==> src/sv/cpu_utilization_meter_core_defines.svh <==
// Assertion macros for the processor utilization meter.
// Included by the top level only; depends on nothing else.
`ifndef CPU_UTILIZATION_METER_CORE_DEFINES_SVH
`define CPU_UTILIZATION_METER_CORE_DEFINES_SVH

// The consequent must hold in the same cycle as the antecedent.
`define CPUUM_ASSERT_NOW(label, ante, cons) \
    label: assert property (@(posedge clk) disable iff (!rst_n) (ante) |-> (cons)) \
        else $error("cpuum: same-cycle check failed");

// The consequent must hold in the cycle after the antecedent.
`define CPUUM_ASSERT_NEXT(label, ante, cons) \
    label: assert property (@(posedge clk) disable iff (!rst_n) (ante) |=> (cons)) \
        else $error("cpuum: next-cycle check failed");

`endif

==> src/sv/cpuum_pkg.sv <==
// Shared types and constants of the processor utilization meter.
// Used by the channel interfaces, the controller, the datapath and the top level.
package cpuum_pkg;

    localparam int unsigned FIELD_W  = 64;
    localparam int unsigned USAGE_W  = 14;
    localparam int unsigned NUM_CNT  = 8;
    localparam int unsigned IDX_W    = 3;

    localparam logic [USAGE_W-1:0] FULL_SCALE = 14'd10000;

    // Positions of the two counters that make up the idle sum.
    localparam logic [IDX_W-1:0] IDX_IDLE   = 3'd3;
    localparam logic [IDX_W-1:0] IDX_IOWAIT = 3'd4;
    localparam logic [IDX_W-1:0] IDX_LAST   = 3'd7;

    // Result selection codes.
    localparam logic [1:0] RES_DIV   = 2'd0;
    localparam logic [1:0] RES_ZERO  = 2'd1;
    localparam logic [1:0] RES_FIRST = 2'd2;
    localparam logic [1:0] RES_SAT   = 2'd3;

    typedef struct packed {
        logic [FIELD_W-1:0] user_ticks;
        logic [FIELD_W-1:0] nice_ticks;
        logic [FIELD_W-1:0] sys_ticks;
        logic [FIELD_W-1:0] idle_ticks;
        logic [FIELD_W-1:0] iowait_ticks;
        logic [FIELD_W-1:0] irq_ticks;
        logic [FIELD_W-1:0] softirq_ticks;
        logic [FIELD_W-1:0] steal_ticks;
    } snap_t;

    typedef struct packed {
        logic [USAGE_W-1:0] usage_hundredths;
        logic               first_sample;
        logic               saturated;
    } usage_t;

    typedef struct packed {
        logic       capture;
        logic       sum_step;
        logic       sum_idle;
        logic       sum_clear;
        logic       delta;
        logic       cmp;
        logic       mul;
        logic       div_step;
        logic       load_out;
        logic [1:0] res_sel;
    } cmd_t;

    typedef struct packed {
        logic first;
        logic dtot_zero;
        logic idle_gt;
    } status_t;

endpackage

==> src/sv/cpuum_snap_if.sv <==
// Request channel carrying one snapshot of the eight time counters.
// Depends on cpuum_pkg for the payload type.
interface cpuum_snap_if;
    import cpuum_pkg::*;

    logic  valid;
    logic  ready;
    snap_t data;

    modport source (output valid, output data, input ready);
    modport sink (input valid, input data, output ready);
endinterface

==> src/sv/cpuum_usage_if.sv <==
// Request channel carrying one utilization result.
// Depends on cpuum_pkg for the payload type.
interface cpuum_usage_if;
    import cpuum_pkg::*;

    logic   valid;
    logic   ready;
    usage_t data;

    modport source (output valid, output data, input ready);
    modport sink (input valid, input data, output ready);
endinterface

==> src/sv/cpu_utilization_meter_core.sv <==
// Processor utilization meter. Each request carries one snapshot of eight
// cumulative time counters; the block answers with the busy share since the
// previous snapshot in hundredths of a percent, plus flags for the first
// snapshot after reset and for an idle delta larger than the total delta.
// One snapshot is worked on at a time. A snapshot that needs a division runs
// through the summing, delta, compare and multiply steps and then through the
// bit-serial restoring divider, which retires one quotient bit per cycle over
// COUNTER_WIDTH + 14 steps. First, zero-delta and saturated snapshots skip
// the multiply and the divide and go straight to the output. A finished
// result waits in an output register, and the next snapshot is accepted while
// it waits.
`include "cpu_utilization_meter_core_defines.svh"

module cpu_utilization_meter_core #(
    parameter int unsigned COUNTER_WIDTH = 64
) (
    input  logic           clk,
    input  logic           rst_n,
    cpuum_snap_if.sink     snap,
    cpuum_usage_if.source  usage
);
    import cpuum_pkg::*;

    cmd_t    cmd;
    status_t status;

    cpuum_ctrl #(
        .COUNTER_WIDTH (COUNTER_WIDTH)
    ) u_ctrl (
        .clk         (clk),
        .rst_n       (rst_n),
        .snap_valid  (snap.valid),
        .snap_ready  (snap.ready),
        .usage_valid (usage.valid),
        .usage_ready (usage.ready),
        .status      (status),
        .cmd         (cmd)
    );

    cpuum_dpath #(
        .COUNTER_WIDTH (COUNTER_WIDTH)
    ) u_dpath (
        .clk        (clk),
        .rst_n      (rst_n),
        .cmd        (cmd),
        .snap_data  (snap.data),
        .status     (status),
        .usage_data (usage.data)
    );

    `CPUUM_ASSERT_NEXT(a_busy_after_accept, snap.valid && snap.ready, !snap.ready)
    `CPUUM_ASSERT_NOW(a_usage_in_range, usage.valid, usage.data.usage_hundredths <= FULL_SCALE)
    `CPUUM_ASSERT_NOW(a_sat_full_scale, usage.valid && usage.data.saturated, usage.data.usage_hundredths == FULL_SCALE && !usage.data.first_sample)
    `CPUUM_ASSERT_NOW(a_first_zero, usage.valid && usage.data.first_sample, usage.data.usage_hundredths == '0)

endmodule

==> src/sv/cpuum_ctrl.sv <==
// Sequencing state machine of the utilization meter: summing, deltas, compare, multiply, divide, output.
// Depends on cpuum_pkg for the command and status structs.
module cpuum_ctrl #(
    parameter int unsigned COUNTER_WIDTH = 64
) (
    input  logic               clk,
    input  logic               rst_n,
    input  logic               snap_valid,
    output logic               snap_ready,
    output logic               usage_valid,
    input  logic               usage_ready,
    input  cpuum_pkg::status_t status,
    output cpuum_pkg::cmd_t    cmd
);
    import cpuum_pkg::*;

    localparam int unsigned DIV_STEPS = COUNTER_WIDTH + USAGE_W;
    localparam int unsigned CNT_W     = $clog2(DIV_STEPS);

    localparam logic [2:0] S_IDLE  = 3'd0;
    localparam logic [2:0] S_SUM   = 3'd1;
    localparam logic [2:0] S_DELTA = 3'd2;
    localparam logic [2:0] S_CMP   = 3'd3;
    localparam logic [2:0] S_MUL   = 3'd4;
    localparam logic [2:0] S_DIV   = 3'd5;
    localparam logic [2:0] S_FIN   = 3'd6;

    logic [2:0]       state_reg, state_next;
    logic [IDX_W-1:0] idx_reg, idx_next;
    logic [CNT_W-1:0] cnt_reg, cnt_next;
    logic [1:0]       sel_reg, sel_next;
    logic             oval_reg, oval_next;

    always_comb
    begin
        state_next = state_reg;
        idx_next   = idx_reg;
        cnt_next   = cnt_reg;
        sel_next   = sel_reg;
        oval_next  = oval_reg & ~usage_ready;
        cmd        = '0;
        cmd.res_sel = sel_reg;
        snap_ready = 1'b0;

        case (state_reg)
            S_IDLE:
            begin
                snap_ready = 1'b1;
                if (snap_valid)
                begin
                    cmd.capture   = 1'b1;
                    cmd.sum_clear = 1'b1;
                    idx_next      = '0;
                    state_next    = S_SUM;
                end
            end
            S_SUM:
            begin
                cmd.sum_step = 1'b1;
                cmd.sum_idle = (idx_reg == IDX_IDLE) || (idx_reg == IDX_IOWAIT);
                idx_next     = idx_reg + 1'b1;
                if (idx_reg == IDX_LAST)
                begin
                    state_next = S_DELTA;
                end
            end
            S_DELTA:
            begin
                cmd.delta  = 1'b1;
                state_next = S_CMP;
            end
            S_CMP:
            begin
                // First sample outranks a zero delta, which outranks saturation.
                cmd.cmp = 1'b1;
                if (status.first)
                begin
                    sel_next   = RES_FIRST;
                    state_next = S_FIN;
                end
                else if (status.dtot_zero)
                begin
                    sel_next   = RES_ZERO;
                    state_next = S_FIN;
                end
                else if (status.idle_gt)
                begin
                    sel_next   = RES_SAT;
                    state_next = S_FIN;
                end
                else
                begin
                    sel_next   = RES_DIV;
                    state_next = S_MUL;
                end
            end
            S_MUL:
            begin
                cmd.mul    = 1'b1;
                cnt_next   = '0;
                state_next = S_DIV;
            end
            S_DIV:
            begin
                cmd.div_step = 1'b1;
                cnt_next     = cnt_reg + 1'b1;
                if (cnt_reg == CNT_W'(DIV_STEPS - 1))
                begin
                    state_next = S_FIN;
                end
            end
            S_FIN:
            begin
                // Wait for the output register to drain before overwriting it.
                if (!oval_reg || usage_ready)
                begin
                    cmd.load_out = 1'b1;
                    oval_next    = 1'b1;
                    state_next   = S_IDLE;
                end
            end
            default:
            begin
                state_next = S_IDLE;
            end
        endcase
    end

    always_ff @(posedge clk or negedge rst_n)
    begin
        if (!rst_n)
        begin
            state_reg <= S_IDLE;
            idx_reg   <= '0;
            cnt_reg   <= '0;
            sel_reg   <= RES_ZERO;
            oval_reg  <= 1'b0;
        end
        else
        begin
            state_reg <= state_next;
            idx_reg   <= idx_next;
            cnt_reg   <= cnt_next;
            sel_reg   <= sel_next;
            oval_reg  <= oval_next;
        end
    end

    assign usage_valid = oval_reg;

endmodule

==> src/sv/cpuum_dpath.sv <==
// Datapath of the utilization meter: snapshot shift line, sums, deltas,
// scaling multiply, restoring divider and output register. Depends on cpuum_pkg.
module cpuum_dpath #(
    parameter int unsigned COUNTER_WIDTH = 64
) (
    input  logic                clk,
    input  logic                rst_n,
    input  cpuum_pkg::cmd_t     cmd,
    input  cpuum_pkg::snap_t    snap_data,
    output cpuum_pkg::status_t  status,
    output cpuum_pkg::usage_t   usage_data
);
    import cpuum_pkg::*;

    localparam int unsigned W  = COUNTER_WIDTH;
    localparam int unsigned PW = COUNTER_WIDTH + USAGE_W;

    logic [W-1:0]       snap_reg [NUM_CNT];
    logic [W-1:0]       total_reg, idle_reg;
    logic [W-1:0]       prev_total_reg, prev_idle_reg;
    logic               base_reg;
    logic               first_reg;
    logic [W-1:0]       dtot_reg, didle_reg, num_reg;
    logic [PW-1:0]      prod_reg;
    logic [W-1:0]       rem_reg;
    logic [USAGE_W-1:0] quo_reg;
    usage_t             out_reg;

    logic [W:0]         trial;
    logic [W:0]         trial_diff;
    logic               trial_ge;
    usage_t             out_next;

    // Each divide step brings in one dividend bit; the partial remainder
    // stays below the divisor, so it fits in W bits.
    assign trial      = {rem_reg, prod_reg[PW-1]};
    assign trial_diff = trial - {1'b0, dtot_reg};
    assign trial_ge   = ~trial_diff[W];

    assign status.first     = first_reg;
    assign status.dtot_zero = (dtot_reg == '0);
    assign status.idle_gt   = (didle_reg > dtot_reg);

    always_comb
    begin
        out_next = '0;
        case (cmd.res_sel)
            RES_DIV:
            begin
                out_next.usage_hundredths = quo_reg;
            end
            RES_SAT:
            begin
                out_next.usage_hundredths = FULL_SCALE;
                out_next.saturated        = 1'b1;
            end
            RES_FIRST:
            begin
                out_next.first_sample = 1'b1;
            end
            default:
            begin
                out_next = '0;
            end
        endcase
    end

    // Baseline state.
    always_ff @(posedge clk or negedge rst_n)
    begin
        if (!rst_n)
        begin
            prev_total_reg <= '0;
            prev_idle_reg  <= '0;
            base_reg       <= 1'b0;
        end
        else if (cmd.delta)
        begin
            prev_total_reg <= total_reg;
            prev_idle_reg  <= idle_reg;
            base_reg       <= 1'b1;
        end
    end

    // Working payload registers.
    always_ff @(posedge clk)
    begin
        if (cmd.capture)
        begin
            snap_reg[0] <= snap_data.user_ticks[W-1:0];
            snap_reg[1] <= snap_data.nice_ticks[W-1:0];
            snap_reg[2] <= snap_data.sys_ticks[W-1:0];
            snap_reg[3] <= snap_data.idle_ticks[W-1:0];
            snap_reg[4] <= snap_data.iowait_ticks[W-1:0];
            snap_reg[5] <= snap_data.irq_ticks[W-1:0];
            snap_reg[6] <= snap_data.softirq_ticks[W-1:0];
            snap_reg[7] <= snap_data.steal_ticks[W-1:0];
        end
        else if (cmd.sum_step)
        begin
            for (int i = 0; i < NUM_CNT - 1; i++)
            begin
                snap_reg[i] <= snap_reg[i+1];
            end
        end

        if (cmd.sum_clear)
        begin
            total_reg <= '0;
            idle_reg  <= '0;
        end
        else if (cmd.sum_step)
        begin
            total_reg <= total_reg + snap_reg[0];
            if (cmd.sum_idle)
            begin
                idle_reg <= idle_reg + snap_reg[0];
            end
        end

        if (cmd.delta)
        begin
            dtot_reg  <= total_reg - prev_total_reg;
            didle_reg <= idle_reg - prev_idle_reg;
            first_reg <= ~base_reg;
        end

        if (cmd.cmp)
        begin
            num_reg <= dtot_reg - didle_reg;
        end

        if (cmd.mul)
        begin
            prod_reg <= PW'(num_reg) * PW'(FULL_SCALE);
            rem_reg  <= '0;
            quo_reg  <= '0;
        end
        else if (cmd.div_step)
        begin
            prod_reg <= {prod_reg[PW-2:0], 1'b0};
            rem_reg  <= trial_ge ? trial_diff[W-1:0] : trial[W-1:0];
            quo_reg  <= {quo_reg[USAGE_W-2:0], trial_ge};
        end

        if (cmd.load_out)
        begin
            out_reg <= out_next;
        end
    end

    assign usage_data = out_reg;

endmodule
==> src/flat_wrapper.sv <==
// flat-port wrapper written by rule: the top's interface ports become plain ports
module cpu_utilization_meter_core_flat import cpuum_pkg::*;
#(
    parameter int unsigned COUNTER_WIDTH = 64
)
  (clk, rst_n, snap_valid, snap_data, snap_ready, usage_valid, usage_data, usage_ready);
  cpuum_snap_if snap_i ();
  cpuum_usage_if usage_i ();
  input  logic clk;
  input  logic rst_n;
  input wire logic [$bits(snap_i.valid)-1:0] snap_valid;
  input wire logic [$bits(snap_i.data)-1:0] snap_data;
  output wire logic [$bits(snap_i.ready)-1:0] snap_ready;
  output wire logic [$bits(usage_i.valid)-1:0] usage_valid;
  output wire logic [$bits(usage_i.data)-1:0] usage_data;
  input wire logic [$bits(usage_i.ready)-1:0] usage_ready;
  assign snap_i.valid = snap_valid;
  assign snap_i.data = snap_data;
  assign snap_ready = snap_i.ready;
  assign usage_valid = usage_i.valid;
  assign usage_data = usage_i.data;
  assign usage_i.ready = usage_ready;
  cpu_utilization_meter_core #(.COUNTER_WIDTH(COUNTER_WIDTH)) u_core (.clk(clk), .rst_n(rst_n), .snap(snap_i), .usage(usage_i));
endmodule
==> config.mk <==
export PLATFORM = sky130hd
export DESIGN_NAME = cpu_utilization_meter_core_flat
export DESIGN_NICKNAME = d
export VERILOG_FILES = /design/src/sv/cpuum_pkg.sv /design/src/sv/cpuum_snap_if.sv /design/src/sv/cpuum_usage_if.sv /design/src/sv/cpu_utilization_meter_core.sv /design/src/sv/cpuum_ctrl.sv /design/src/sv/cpuum_dpath.sv /design/src/flat_wrapper.sv
export VERILOG_INCLUDE_DIRS = /design/src /design/src/sv
export SDC_FILE = /design/constraint.sdc
export NUM_CORES = 2
export LEC_CHECK = 0
export BUFFER_PORTS_ARGS = -buffer_cell sky130_fd_sc_hd__buf_4
export CAP_MARGIN = 20
export CORE_UTILIZATION = 45
export CTS_BUF_LIST = sky130_fd_sc_hd__clkbuf_8
export CTS_CLUSTER_SIZE = 30
export DETAILED_ROUTE_END_ITERATION = 10
export PLACE_DENSITY = 0.58
export REMOVE_ABC_BUFFERS = 1
export SLEW_MARGIN = 20
export SYNTH_ARGS = -nofsm -noshare
export SYNTH_HDL_FRONTEND = slang
export SYNTH_HIERARCHICAL = 1
export SYNTH_SLANG_ARGS = --single-unit
==> constraint.sdc <==
create_clock -name clk -period 11.6 [get_ports clk]
set_input_delay 1.16 -clock clk [delete_from_list [all_inputs] [get_ports clk]]
set_output_delay 1.16 -clock clk [all_outputs]
set_load 0.01 [all_outputs]
==> flow_summary.yaml <==
outcome:
  status: "finished clean"
critical_path:
  cpMostUsedCell: "inv_1"
  crit_path_max_fanout: 9
  path_class: "reg -> reg"
  arrival_ns: 7.29
  cp-start-kind: "register"
  cpPeakStageDelay_ns: 0.58
  crit_chain: "inv_1 -> fa_1 -> inv_1 -> ha_1 -> fa_1 -> ha_1 -> inv_1 -> fa_1 -> inv_1 -> ha_1 -> a21oi_1 -> o21bai_1 -> a221oi_1 -> o21a_1 -> o221ai_1 -> a21oi_1 -> o21ai_1 -> a211oi_1 -> o21ai_0 -> xor2_1 -> mux2_2"
  crit_required_ns: 12.28
  crit_slowest_cell: "a21oi_1"
  worstSetupEndpointType: "register"
job:
  maxCapViolCount: 0
final_layout:
  filler_cell_count: 15594
  drive_above_1_share: 0.1768
  syn_to_final_growth_pct: 12.95
  fin_cells: 10541
  largest_reg_flops: 512
  nets: 9356
  design_area_mm2: 0.08754
clock_tree:
  clock_path_buffers: 3
  clock_latency_ns: 0.96
  cts-root-buf: "clkbuf_8"
  cts_hold_buf: 0
  cts_made_buffers: 207
  cts_sinks: 1146
  clk_pin_slew_ns: 0.07
  cts_tree: "done"
  htreeDepth: 4
  cts_resized: 0
  post_cts_buffers: 0
yosys:
  syn_inst: 7646
  synth_area_mm2: 0.07750
  ys_seq_area_frac: 0.4081
  ys_types: 99
  synthFlopType: "edfxtp_1"
  synth_edf_count: 795
  synth.area.top_cells: "edfxtp_1 (31%), ha_1 (9.7%), mux2_2 (7.5%)"
  avgSynthCellArea_um2: 10.14
  yosysTopAreaCell: "edfxtp_1"
  synthArstFlopShare: 0.1265
  ys_warn_count: 6
  yosysTopAreaCellShare: 0.3080
  synth-seq-cells: 1146
placement:
  routabilityCongestion: 0.9220
  post_dp_cell_area_mm2: 0.08331
  dp_cells: 10139
  io_buffers: 533
  dp_hpwl_mm: 164.3
  place_ws_ns: 4.999
detailed_routing:
  drc: 0
  vias_per_cell: 5.416
  wl_per_cell_um: 20.06
  drt_iter0_drc: 3617
  vias: 57088
  first_pass_iters: 6
  postRouteAntennaNets: 0
  finalWirelength_mm: 211.4
global_route:
  grt_usage: 0.2391
  grt_pass1_wl_mm: 325.8
  antenna_found_initial: 24
  grt_overflow: 0
  grt_start_max_net_pins: 226
  grt_pass1_vias: 57362
timing:
  min_period_ns: 6.607
  hold_viol_final: 0
  rsz0062_at_grt: "no"
  slew_headroom: 0.2216
  finalSetupViolCount: 0
  worst_slack_ns: 4.993
  slew_violations: 0
  worst_pin_slew_ns: 1.168
  max_freq_ghz: 0.1514
  fin_crit_sh: 0.5696
  finClkSkew_ns: 0.04906
floorplan:
  dieArea_mm2: 0.1739
  initial_core_util: 0.4553
  fp.dieH_um: 417.0
  rows: 151
  ios: 534
  core_mm2: 0.1702
  die_w_um: 417.0
hold_path:
  hp-class: "in -> async"
==> kinds of logic (layout without fill, tap and decap cells) <==
family / after synthesis / after routing / share of synthesized area
compound gates: 1898 / 1898 / 0.1584
flops: 1146 / 1146 / 0.4081
fa+ha+maj: 787 / 787 / 0.1450
simple gates: 1650 / 1650 / 0.1000
xor+xnor: 396 / 396 / 0.04495
mux: 600 / 600 / 0.08589
other cells: 0 / 17 / 0
buf+inv: 1169 / 1752 / 0.05762
==> per-stage QoR <==
step	TNS, ns	hold slack [ns]	utilization
after floorplan	-9015.74	0.4239	-
after global placement	0	0.4416	0.4894
after detailed placement	0	0.4566	0.4894
after CTS	0	0.1964	0.5140
after global routing	0	0.2733	0.5141
final	0	0.2732	0.5142
==> metal layers <==
metal	GRT usage	vias to the layer above	routed length, um
met2	0.3948	1338	98220
li1	-	28272	-
met4	0.09110	10	7944
met3	0.05981	379	13030
met1	0.3005	27089	92150
met5	0	-	71
==> cells in the mapped netlist, drive strengths merged (44+ instances only) <==
master,number
mux2i,80
inv,797
ha,602
fa,185
nor2,373
dfxtp,206
mux2,520
nand2,614
and3,49
o21a,55
nor3,76
o21bai,88
o21ai,408
xor2,135
nor2b,60
nand4,122
and2,44
clkbuf,331
a211oi,60
nand3,117
a21o,301
a31oi,70
nand2b,45
edfxtp,795
a21oi,577
dfrtp,144
xnor2,261
==> layout by cell type, fill, tap and decap left out, types with 43 or more instances in the layout <==
master    instances
a31oi_1          70
xor2_1          134
dfrtp_1         144
mux2i_1          80
nor2b_1          60
fa_1            185
o21a_1           55
ha_1            602
inv_1           857
nand2b_1         44
o21bai_1         87
nand2_1         613
nor3_1           76
and2_1           43
nor2_1          370
nand3_1         117
a21oi_1         576
nand4_1         122
o21ai_0         379
xnor2_1         260
a21o_1          301
dfxtp_1         206
edfxtp_1        795
a211oi_1         59
and3_1           49
mux2_2          519
buf_4           563
clkbuf_8        226
==> path summary, 6_finish.rpt <==
check | from | end | slack, ns | cells past startpoint
worst min register to register | u_core/u_dpath/first_reg | u_core/u_ctrl/sel_reg[0] | 0.46 | 1
worst max-delay path | u_core/u_dpath/num_reg[16] | u_core/u_dpath/prod_reg[57] | 4.99 | 21
max in group asynchronous | rst_n | u_core/u_dpath/prev_total_reg[30] | 9.98 | 2
worst min-delay path | rst_n | u_core/u_ctrl/cnt_reg[6] | 0.27 | 1
worst max register to register | u_core/u_dpath/num_reg[16] | u_core/u_dpath/prod_reg[57] | 4.99 | 21
min in group clk | snap_data[22] | u_core/u_dpath/snap_reg[0][470] | 0.37 | 1
==> worst max-delay path, delay by kind of cell, from the launching register on <==
family	cells	cell delay, ns
AO/OA/AOI/OAI	9	2.63
adder cells (fa/ha/maj)	6	2.50
flip-flops	1	0.49
buffers and inverters	4	0.30
multiplexers	1	0.27
XOR/XNOR	1	0.16
==> cell type report <==
cell class / count / area (um2) / share of cell area
Multi-Input combinational cell: 5331 / 41480 / 0.4739
Sequential cell: 1146 / 31630 / 0.3613
Timing Repair Buffer: 569 / 4338 / 0.04956
Clock buffer: 226 / 3110 / 0.03553
Inverter: 798 / 2997 / 0.03423
Tap cell: 2295 / 2872 / 0.03280
Clock inverter: 159 / 1069 / 0.01221
Antenna cell: 17 / 42.54 / 0.0004860
Power is not shown: default switching activity piles up to over one toggle a cycle in this logic, so the estimate is an artifact.
